### src/lpaw_pkg.sv
package lpaw_pkg;

  localparam int unsigned SCREEN_COLUMNS = 128;
  localparam int unsigned SCREEN_PAGES   = 8;

  // compare widths wide enough to hold the screen limits themselves
  localparam int unsigned WIDTH_CMP_W = 9;
  localparam int unsigned PAGES_CMP_W = 5;

  localparam int unsigned CFG_IDX_W  = 4;
  localparam int unsigned CFG_DATA_W = 8;

  localparam logic [CFG_IDX_W-1:0] CFG_AREA_WIDTH   = 4'd0;
  localparam logic [CFG_IDX_W-1:0] CFG_AREA_PAGES   = 4'd1;
  localparam logic [CFG_IDX_W-1:0] CFG_START_PAGE   = 4'd2;
  localparam logic [CFG_IDX_W-1:0] CFG_START_COLUMN = 4'd3;

  localparam logic [7:0] CMD_START_LINE = 8'h40;
  localparam logic [7:0] CMD_PAGE_ADDR  = 8'hB0;
  localparam logic [7:0] CMD_COL_HIGH   = 8'h10;
  localparam logic [7:0] CMD_COL_LOW    = 8'h00;
  localparam logic [7:0] CMD_DISPLAY_ON = 8'hAF;

  // output slots of one item, in emission order
  localparam int unsigned SLOT_START  = 0;
  localparam int unsigned SLOT_PAGE   = 1;
  localparam int unsigned SLOT_COL_HI = 2;
  localparam int unsigned SLOT_COL_LO = 3;
  localparam int unsigned SLOT_DATA   = 4;
  localparam int unsigned SLOT_DONE   = 5;
  localparam int unsigned NUM_SLOTS   = 6;

  typedef struct packed {
    logic [7:0] area_width;
    logic [3:0] area_pages;
    logic [2:0] start_page;
    logic [6:0] start_column;
  } cfg_t;

  typedef struct packed {
    logic [NUM_SLOTS-1:0] slots;
    logic [7:0]           pixel;
    logic [7:0]           page_cmd;
    logic [7:0]           col_hi_cmd;
    logic [7:0]           col_lo_cmd;
  } item_t;

  typedef struct packed {
    logic [7:0] out_byte;
    logic       is_data;
    logic       area_done;
    logic       last;
  } result_t;

endpackage

### src/lcd_page_area_writer.sv
// channel | direction | handshake                   | payload
// s_axis  | in        | s_axis_tvalid_i/tready_o    | tdata: pixel_byte
// m_axis  | out       | m_axis_tvalid_o/tready_i    | tdata: out_byte, tuser: is_data,
//         |           |                             | area_done, tlast: last
// cfg     | in        | cfg_valid_i/cfg_ready_o     | cfg_index_i, cfg_data_i
//
// one item per cycle while items fall inside a page and the output is not stalled:
// each makes one data byte. a page's first item makes 4 bytes (5 on the first page,
// one more for the closing 0xaf); the item register drains one byte per cycle unless stalled.
// reset returns the area registers to a full 128 x 8 screen and counters to 0.
// a stalled output holds the result register, the item register fills behind it.
module lcd_page_area_writer (
  input  logic                            clk_i,
  input  logic                            rst_ni,
  input  logic                            s_axis_tvalid_i,
  output logic                            s_axis_tready_o,
  input  logic [7:0]                      s_axis_tdata_i,  // [7:0] pixel_byte
  output logic                            m_axis_tvalid_o,
  input  logic                            m_axis_tready_i,
  output logic [7:0]                      m_axis_tdata_o,  // [7:0] out_byte
  output logic [1:0]                      m_axis_tuser_o,  // [0] is_data, [1] area_done
  output logic                            m_axis_tlast_o,
  input  logic                            cfg_valid_i,
  output logic                            cfg_ready_o,
  input  logic [lpaw_pkg::CFG_IDX_W-1:0]  cfg_index_i,
  input  logic [lpaw_pkg::CFG_DATA_W-1:0] cfg_data_i
);
  import lpaw_pkg::*;

  cfg_t    cfg;
  item_t   item;
  result_t res;
  logic    in_accept;

  assign in_accept = s_axis_tvalid_i && s_axis_tready_o;

  lpaw_cfg_regs u_cfg (
    .clk_i       (clk_i),
    .rst_ni      (rst_ni),
    .cfg_valid_i (cfg_valid_i),
    .cfg_ready_o (cfg_ready_o),
    .cfg_index_i (cfg_index_i),
    .cfg_data_i  (cfg_data_i),
    .cfg_o       (cfg)
  );

  lpaw_sequencer u_seq (
    .clk_i    (clk_i),
    .rst_ni   (rst_ni),
    .cfg_i    (cfg),
    .accept_i (in_accept),
    .pixel_i  (s_axis_tdata_i),
    .item_o   (item)
  );

  lpaw_emitter u_emit (
    .clk_i       (clk_i),
    .rst_ni      (rst_ni),
    .item_i      (item),
    .in_valid_i  (s_axis_tvalid_i),
    .in_ready_o  (s_axis_tready_o),
    .res_o       (res),
    .res_valid_o (m_axis_tvalid_o),
    .res_ready_i (m_axis_tready_i)
  );

  assign m_axis_tdata_o = res.out_byte;
  assign m_axis_tuser_o = {res.area_done, res.is_data};
  assign m_axis_tlast_o = res.last;

endmodule

### src/lpaw_cfg_regs.sv
module lpaw_cfg_regs (
  input  logic                             clk_i,
  input  logic                             rst_ni,
  input  logic                             cfg_valid_i,
  output logic                             cfg_ready_o,
  input  logic [lpaw_pkg::CFG_IDX_W-1:0]   cfg_index_i,
  input  logic [lpaw_pkg::CFG_DATA_W-1:0]  cfg_data_i,
  output lpaw_pkg::cfg_t                   cfg_o
);
  import lpaw_pkg::*;

  cfg_t cfg_q, cfg_d;

  assign cfg_ready_o = 1'b1;
  assign cfg_o       = cfg_q;

  always_comb begin
    cfg_d = cfg_q;
    if (cfg_valid_i) begin
      case (cfg_index_i)
        CFG_AREA_WIDTH:   cfg_d.area_width   = cfg_data_i[7:0];
        CFG_AREA_PAGES:   cfg_d.area_pages   = cfg_data_i[3:0];
        CFG_START_PAGE:   cfg_d.start_page   = cfg_data_i[2:0];
        CFG_START_COLUMN: cfg_d.start_column = cfg_data_i[6:0];
        default: ;
      endcase
    end
  end

  always_ff @(posedge clk_i or negedge rst_ni) begin
    if (!rst_ni) begin
      cfg_q.area_width   <= 8'd128;
      cfg_q.area_pages   <= 4'd8;
      cfg_q.start_page   <= 3'd0;
      cfg_q.start_column <= 7'd0;
    end else begin
      cfg_q <= cfg_d;
    end
  end

endmodule

### src/lpaw_sequencer.sv
module lpaw_sequencer (
  input  logic            clk_i,
  input  logic            rst_ni,
  input  lpaw_pkg::cfg_t  cfg_i,
  input  logic            accept_i,
  input  logic [7:0]      pixel_i,
  output lpaw_pkg::item_t item_o
);
  import lpaw_pkg::*;

  localparam logic [WIDTH_CMP_W-1:0] MaxWidth = WIDTH_CMP_W'(SCREEN_COLUMNS);
  localparam logic [PAGES_CMP_W-1:0] MaxPages = PAGES_CMP_W'(SCREEN_PAGES);

  logic [7:0] column_q, column_d;
  logic [3:0] page_q, page_d;

  logic [WIDTH_CMP_W-1:0] width_eff, column_next;
  logic [PAGES_CMP_W-1:0] pages_eff, page_next;
  logic                   page_end, area_end;
  logic [3:0]             page_addr;

  always_comb begin
    // clamp the area to what the screen holds, zero acts as one
    width_eff = {1'b0, cfg_i.area_width};
    if (width_eff == '0)     width_eff = WIDTH_CMP_W'(1);
    if (width_eff > MaxWidth) width_eff = MaxWidth;
    pages_eff = {1'b0, cfg_i.area_pages};
    if (pages_eff == '0)     pages_eff = PAGES_CMP_W'(1);
    if (pages_eff > MaxPages) pages_eff = MaxPages;

    column_next = {1'b0, column_q} + WIDTH_CMP_W'(1);
    page_next   = {1'b0, page_q} + PAGES_CMP_W'(1);
    page_end    = (column_next >= width_eff);
    area_end    = page_end && (page_next >= pages_eff);

    page_addr = {1'b0, cfg_i.start_page} + page_q;

    item_o.slots              = '0;
    item_o.slots[SLOT_START]  = (column_q == '0) && (page_q == '0);
    item_o.slots[SLOT_PAGE]   = (column_q == '0);
    item_o.slots[SLOT_COL_HI] = (column_q == '0);
    item_o.slots[SLOT_COL_LO] = (column_q == '0);
    item_o.slots[SLOT_DATA]   = 1'b1;
    item_o.slots[SLOT_DONE]   = area_end;
    item_o.pixel      = pixel_i;
    item_o.page_cmd   = CMD_PAGE_ADDR | {4'h0, page_addr};
    item_o.col_hi_cmd = CMD_COL_HIGH | {5'h00, cfg_i.start_column[6:4]};
    item_o.col_lo_cmd = CMD_COL_LOW | {4'h0, cfg_i.start_column[3:0]};

    column_d = column_q;
    page_d   = page_q;
    if (accept_i) begin
      if (page_end) begin
        column_d = '0;
        page_d   = area_end ? 4'd0 : page_next[3:0];
      end else begin
        column_d = column_next[7:0];
      end
    end
  end

  always_ff @(posedge clk_i or negedge rst_ni) begin
    if (!rst_ni) begin
      column_q <= '0;
      page_q   <= '0;
    end else begin
      column_q <= column_d;
      page_q   <= page_d;
    end
  end

endmodule

### src/lpaw_emitter.sv
module lpaw_emitter (
  input  logic              clk_i,
  input  logic              rst_ni,
  input  lpaw_pkg::item_t   item_i,
  input  logic              in_valid_i,
  output logic              in_ready_o,
  output lpaw_pkg::result_t res_o,
  output logic              res_valid_o,
  input  logic              res_ready_i
);
  import lpaw_pkg::*;

  item_t   item_q, item_d;
  logic    res_valid_q, res_valid_d;
  result_t res_q, res_d;

  logic                 item_busy, res_load, take, final_slot, in_accept;
  logic [NUM_SLOTS-1:0] pick, rest;

  always_comb begin
    item_busy  = |item_q.slots;
    // lowest pending slot goes out first
    pick       = item_q.slots & (~item_q.slots + NUM_SLOTS'(1));
    rest       = item_q.slots & ~pick;
    final_slot = (rest == '0);
    res_load   = !res_valid_q || res_ready_i;
    take       = item_busy && res_load;
    in_ready_o = !item_busy || (take && final_slot);
    in_accept  = in_valid_i && in_ready_o;

    res_d.out_byte = ({8{pick[SLOT_START]}}  & CMD_START_LINE)
                   | ({8{pick[SLOT_PAGE]}}   & item_q.page_cmd)
                   | ({8{pick[SLOT_COL_HI]}} & item_q.col_hi_cmd)
                   | ({8{pick[SLOT_COL_LO]}} & item_q.col_lo_cmd)
                   | ({8{pick[SLOT_DATA]}}   & item_q.pixel)
                   | ({8{pick[SLOT_DONE]}}   & CMD_DISPLAY_ON);
    res_d.is_data   = pick[SLOT_DATA];
    res_d.area_done = pick[SLOT_DONE];
    res_d.last      = final_slot;

    item_d = item_q;
    if (take) item_d.slots = rest;
    if (in_accept) item_d = item_i;

    res_valid_d = res_load ? item_busy : res_valid_q;
  end

  always_ff @(posedge clk_i or negedge rst_ni) begin
    if (!rst_ni) begin
      item_q      <= '0;
      res_valid_q <= 1'b0;
    end else begin
      item_q      <= item_d;
      res_valid_q <= res_valid_d;
    end
  end

  always_ff @(posedge clk_i) begin
    if (take) res_q <= res_d;
  end

  assign res_o       = res_q;
  assign res_valid_o = res_valid_q;

endmodule

### config.mk
export PLATFORM = sky130hd
export DESIGN_NAME = lcd_page_area_writer
export DESIGN_NICKNAME = d
export VERILOG_FILES = /design/src/lpaw_pkg.sv /design/src/lcd_page_area_writer.sv /design/src/lpaw_cfg_regs.sv /design/src/lpaw_sequencer.sv /design/src/lpaw_emitter.sv
export SDC_FILE = /design/constraint.sdc
export NUM_CORES = 1
export LEC_CHECK = 0
export BUFFER_PORTS_ARGS = -buffer_cell sky130_fd_sc_hd__buf_2
export CAP_MARGIN = 30
export CORE_ASPECT_RATIO = 1.1
export CORE_MARGIN = 2
export CORE_UTILIZATION = 63
export DETAILED_ROUTE_END_ITERATION = 7
export GPL_ROUTABILITY_DRIVEN = 0
export HOLD_SLACK_MARGIN = 0.05
export PLACE_DENSITY = 0.92
export SKIP_LAST_GASP = 1
export SYNTH_ARGS = -nofsm -noshare
export SYNTH_HDL_FRONTEND = slang
export SYNTH_SLANG_ARGS = --single-unit
### constraint.sdc
create_clock -name clk_i -period 5.4 [get_ports clk_i]
set_clock_uncertainty 0.15 [all_clocks]
set_input_delay 1.08 -clock clk_i [delete_from_list [all_inputs] [get_ports clk_i]]
set_output_delay 1.08 -clock clk_i [all_outputs]
set_load 0.01 [all_outputs]
# [Word level (Yosys, flattened, before mapping)]
# Cells that the tools add are included.
# W data, S select, Z words.
[op_classes] addsub=4 n_lt_le_gt_ge=4 eq_ne=3 mux=8 bitwise=13 reduce_logical=22
[op_table] cell="$mux W38" n=1
[op_table] cell="$or A8 B8 Y8" n=4
[op_table] cell="$and A8 B8 Y8" n=2
[op_table] cell="$logic_not A8 Y1" n=2
[op_table] cell="$mux W8" n=2
[op_table] cell="$and A6 B6 Y6" n=2
[op_table] cell="$logic_not A4 Y1" n=3
[op_table] cell="$not A6 Y6" n=2
[op_table] cell="$reduce_and A2 Y1" n=5
[op_table] cell="$add A8 B1 Y9 const B" n=1
[op_table] cell="$ge A9 B9 Y1" n=1
[op_table] cell="$mux W9" n=1
[op_table] cell="$and A8 B4 Y8" n=1
[op_table] cell="$and A8 B5 Y8" n=1
[op_table] cell="$eq A4 B2 Y1 const B" n=2
[op_table] cell="$gt A8 B8 Y1 const B" n=1
[op_table] cell="$mux W4" n=2
[op_table] cell="$or A7 B8 Y8" n=1
[op_table] cell="$add A6 B1 Y6 const B" n=1
[op_table] cell="$logic_not A6 Y1" n=1
[op_table] cell="$mux W6" n=1
[op_table] cell="$reduce_or A6 Y1" n=1
[op_table] cell="$add A4 B1 Y5 const B" n=1
[op_table] cell="$ge A5 B5 Y1" n=1
[op_table] cell="8 further kinds" n=14
[word_totals] reg_bits=73 word_cells=70

# [Depth between registers and ports, before layout]
[depth] word_depth=10 ltp_mapped=12

# [Hierarchy]
# From an unflattened synthesis, not the netlist that was laid out.
[unflattened] cells_unflattened=386 hier_area_um2=4639.4
[modules_own_cells] mod="lpaw_emitter" instances=1 cells_per_inst=161 area_each_um2=2331.0 seq_area_each_um2=1306.3
[modules_own_cells] mod="lpaw_sequencer" instances=1 cells_per_inst=171 area_each_um2=1432.6 seq_area_each_um2=300.3
[modules_own_cells] mod="lpaw_cfg_regs" instances=1 cells_per_inst=53 area_each_um2=869.6 seq_area_each_um2=553.0
[modules_own_cells] mod="lcd_page_area_writer" instances=1 cells_per_inst=1 area_each_um2=6.3 seq_area_each_um2=0.0

# [Least setup slack after synthesis]
# No wires, ideal clock.
[synth_path] path_kind="register to register" startpoint="register u_seq.column_q[0]" endpoint="register u_seq.page_q[0]" setup_time_ns=0.118 arrival_ns=2.678 path_slack_ns=2.454 path_stages_with_launch=13 path_cell_list="dfrtp_1 ha_1 nand3_2 nor2_1 xor2_1 ha_1 a21o_1 a221o_1 a41oi_4 a221o_1 buf_4 nor3_1 a21o_1"
[synth_between] elab_chain_cells=4 elab_cells_between_ends=5 classes_between="add/sub: 1; order compare: 1; mux: 1; reduce/logical: 2"
[synth_lines] element="from (decl)" line_no="lpaw_sequencer.sv:14" rtl="logic [7:0] column_q, column_d;"
[synth_lines] element="from (signal assigned)" line_no="lpaw_sequencer.sv:67" rtl="column_q <= column_d;"
[synth_lines] element="$add A8 B1 Y9 (*)" line_no="lpaw_sequencer.sv:31" rtl="column_next = {1'b0, column_q} + WIDTH_CMP_W'(1);"
[synth_lines] element="$ge A9 B9 Y1 (*)" line_no="lpaw_sequencer.sv:33" rtl="page_end = (column_next >= width_eff);"
[synth_lines] element="$logic_and A1 B1 Y1" line_no="lpaw_sequencer.sv:34" rtl="area_end = page_end && (page_next >= pages_eff);"
[synth_lines] element="$mux W4" line_no="lpaw_sequencer.sv:55" rtl="page_d = area_end ? 4'd0 : page_next[3:0];"
[synth_lines] element="to (signal assigned)" line_no="lpaw_sequencer.sv:68" rtl="page_q <= page_d;"
[synth_lines] element="to (decl)" line_no="lpaw_sequencer.sv:15" rtl="logic [3:0] page_q, page_d;"
# Mark *: on every way between the ends. The rest lies on a longest branch, timed or not.
# A chain may end at the register's enable or synchronous reset.

# [Worst setup path in the final report]
# Ends and elaborated chain as after synthesis.

==> metrics.md <==
| Metric | Value |
|---|---|
| Hold/Removal Path Class | reg2reg |
| WL per Instance | 15.8 um |
| Initial DRC count | 189 |
| GRT Overall Usage | 0.248 |
| Initial Util | 0.649 |
| Via/cell ratio | 5.80 |
| Post-layout net count | 425 |
| Hold buffer count at CTS | 0 |
| Top FF cell, synth | dfrtp_1 |
| Largest net degree at the start of global routing | 62 |
| Full die area | 6530 sq um |
| DRC viols | 0 |
| Die span in x | 77.3 um |
| Row Count | 29 |
| Max_slew headroom | 0.377 |
| Max Clk Rate | 0.301 GHz |
| Worst-margin pin slew | 0.931 ns |
| Detail Route Antenna Nets | 0 |
| ANT cells | 0 |
| Vias in the first global route | 2,776 |
| P per Cell Area | 478 nW/um^2 |
| Avg Cell Area, Syn | 11.0 sq um |
| Clock sink count | 72 |
| Post-CTS Resized | 0 |
| Initial antenna violation count | 0 |
| Seq cells post-synth | 72 |
| Synth-to-layout area growth | 10.9% |
| CTS tree | yes |
| Core region area | 5730 sq um |
| Final max-slew violation count | 0 |
| HPWL Detailed | 5290 um |
| Post-synthesis sequential area ratio | 0.500 |
| Drt pass-1 iters | 4 |
| Syn Nets | 384 |
| H-tree depth | 3 |
| Via Count | 2,678 |
| Total number of yosys warnings | 0 |
| Final Cycle Share | 0.616 |
| Setup_tns | 0 ns |
| RSZ-0062 raised after global routing | no |
| VDD IR-drop max | 0.000307 V |
| First-pass GRT wire length | 12,600 um |
| CTS Buffer Depth | 2 |
| EDFF count, synth | 11 |
| Async SR Flop Fraction | 0.847 |
| Clk_lat worst skew | 0.35 ns |
| Cell Area, Synth | 3720 sq um |
| Critical path startpoint category | flip-flop |
| Port Buffers | 37 |
| Gr ovfl total | 0 |
| Max_cap viols | 0 |
| # Post-CTS Setup Buffers | 0 |
| Final hold slack | 0.318 ns |
| Io pins | 39 |
| Die height | 84.6 um |
| Crit path time final | 3.33 ns |
| Leakage | 0.00189 uW |
| Critical path class | reg2reg |
| Critical path fanouts, max | 10 |
| Worst-path clk slew | 0.07 ns |
| Number of buffers created by CTS | 9 |
| CP Capture Type | flip-flop |
| Synth unique cells | 53 |
| Final setup violation count | 0 |
| Outcome | finished, final reports clean |
| Instance count of the mapped netlist | 339 |
| Root Buffer | clkbuf_8 |
| CP arrival | 3.42 ns |
| Final wirelength | 7300 um |
| Fin. Hold Viols | 0 |
| Layout cells sized above 1 | 0.221 |
| Critical Path RT | 5.49 ns |
[synthesized netlist by cell type, types with 2 or more instances]
cell,n,area [sq um]
a221o_1,3,30.0
dfrtp_1,59,1480
o21ai_1,15,75.1
buf_4,4,30.0
a211oi_1,2,15.0
buf_2,4,20.0
a21o_1,9,67.6
o31ai_1,2,15.0
xnor2_1,2,17.5
o21ai_0,8,40.0
ha_1,19,238
nor3_1,2,10.0
dfstp_2,2,52.6
and3_1,2,12.5
or3_1,2,12.5
nand4_1,2,12.5
nor3_2,2,20.0
mux2_1,16,180
a21oi_1,12,60.1
nand2_1,44,165
nand2b_1,5,31.3
nor4_1,2,12.5
nor3b_1,2,15.0
xor2_1,8,70.1
nor2_1,22,82.6
mux2_2,20,225
nor2b_1,4,25.0
edfxtp_1,11,330
a22oi_1,4,30.0
inv_1,14,52.6
nand3_1,14,70.1
[final cells by class]
type	count	area [sq um]
tap	77	96.3
clock inverter	6	36.3
inverter	15	56.3
fill	443	1610
sequential	72	1860
timing repair buffer	39	200
clock buffer	10	128
multi-input combinational	243	1750
[registers in the layout, summed over array words and instances, names as in the netlist]
signal,cells
u_cfg.cfg_o,22
u_emit.item_q,26
u_emit.res_o,11
u_emit.res_valid_o,1
u_seq.column_q,8
u_seq.page_q,4
[report_power, final]
group	switching (uW)	total, uW	internal [uW]
sequential	156	904	748
clock	198	361	163
combinational	387	705	318
[cell families (layout without fill, tap and decap cells)]
kind of cell / count (synthesis) / in the layout / synth area share
and+or+nand+nor: 111 / 111 / 0.146
DFF: 72 / 72 / 0.500
AOI/OAI and AO/OA: 65 / 65 / 0.121
muxes: 36 / 36 / 0.109
buffers and inverters: 24 / 70 / 0.0296
adders and majority gates: 20 / 20 / 0.0693
xor gates and xnor gates: 10 / 10 / 0.0236
other: 1 / 1 / 0.00101
[critical path: stages, from the launching register on]
cell and delay (ns):
dfrtp_1 0.43, ha_1 0.28, nand3_2 0.15, nor2_1 0.16, xor2_1 0.22, ha_1 0.28, a21o_1 0.18, a221o_1 0.38
a41oi_4 0.36, a221o_1 0.39, nor3_1 0.09, a21o_1 0.16
[per-layer routing]
metal	up-vias	wire length, um	GRT usage
met5	-	0	0
met4	0	165	0.107
met3	17	335	0.0559
met2	88	3710	0.419
met1	1285	3080	0.307
li1	1288	-	-
[final timing paths]
check / startpoint / to / slack, ns / depth (start not counted)
setup / recovery: u_seq.column_q[0]$_DFFE_PN0P_ / u_seq.page_q[0]$_DFFE_PN0P_ / 2.07 / 11
hold / removal: u_emit.item_q[20]$_DFFE_PN0P_ / u_emit.item_q[20]$_DFFE_PN0P_ / 0.32 / 1
setup reg to reg: u_seq.column_q[0]$_DFFE_PN0P_ / u_seq.page_q[0]$_DFFE_PN0P_ / 2.07 / 11
hold reg to reg: u_emit.item_q[20]$_DFFE_PN0P_ / u_emit.item_q[20]$_DFFE_PN0P_ / 0.32 / 1
max in group asynchronous: rst_ni / u_cfg.cfg_o[17]$_DFFE_PN0P_ / 3.87 / 2
min in group asynchronous: rst_ni / u_emit.item_q[36]$_DFFE_PN0P_ / 0.73 / 2
[metrics by stage]
step	total power, uW	util	cell area (sq um)	std cells	worst slack, ns
floorplan	1410	-	3720	339	2.45
CTS	1980	0.720	4130	462	2.10
finish	1970	0.720	4130	462	2.07
detailed placement	1610	0.691	3960	446	2.13
global placement	1560	0.691	3960	446	2.23
global route	2120	0.720	4130	462	1.81
[placed cells by master (no fill, tap or decap), drive strengths merged, types with 2 or more instances in the layout]
cell type / Yosys / final
nor4: 2 / 2
clkinv: 1 / 5
clkbuf: 1 / 10
a211oi: 2 / 2
xor2: 8 / 8
a21oi: 12 / 12
dfstp: 2 / 2
o21ai: 23 / 23
edfxtp: 11 / 11
and3: 3 / 3
nor3: 4 / 4
a221o: 3 / 3
mux2: 36 / 36
nor2: 23 / 23
clkinvlp: 0 / 2
a21o: 9 / 9
xnor2: 2 / 2
inv: 14 / 14
ha: 19 / 19
nor2b: 4 / 4
nand2: 45 / 45
nand4: 2 / 2
buf: 8 / 39
nand3: 15 / 15
or3: 2 / 2
nor3b: 3 / 3
nand2b: 5 / 5
dfrtp: 59 / 59
a22oi: 4 / 4
o31ai: 2 / 2
No activity file was read; power rests on OpenSTA's default activity.
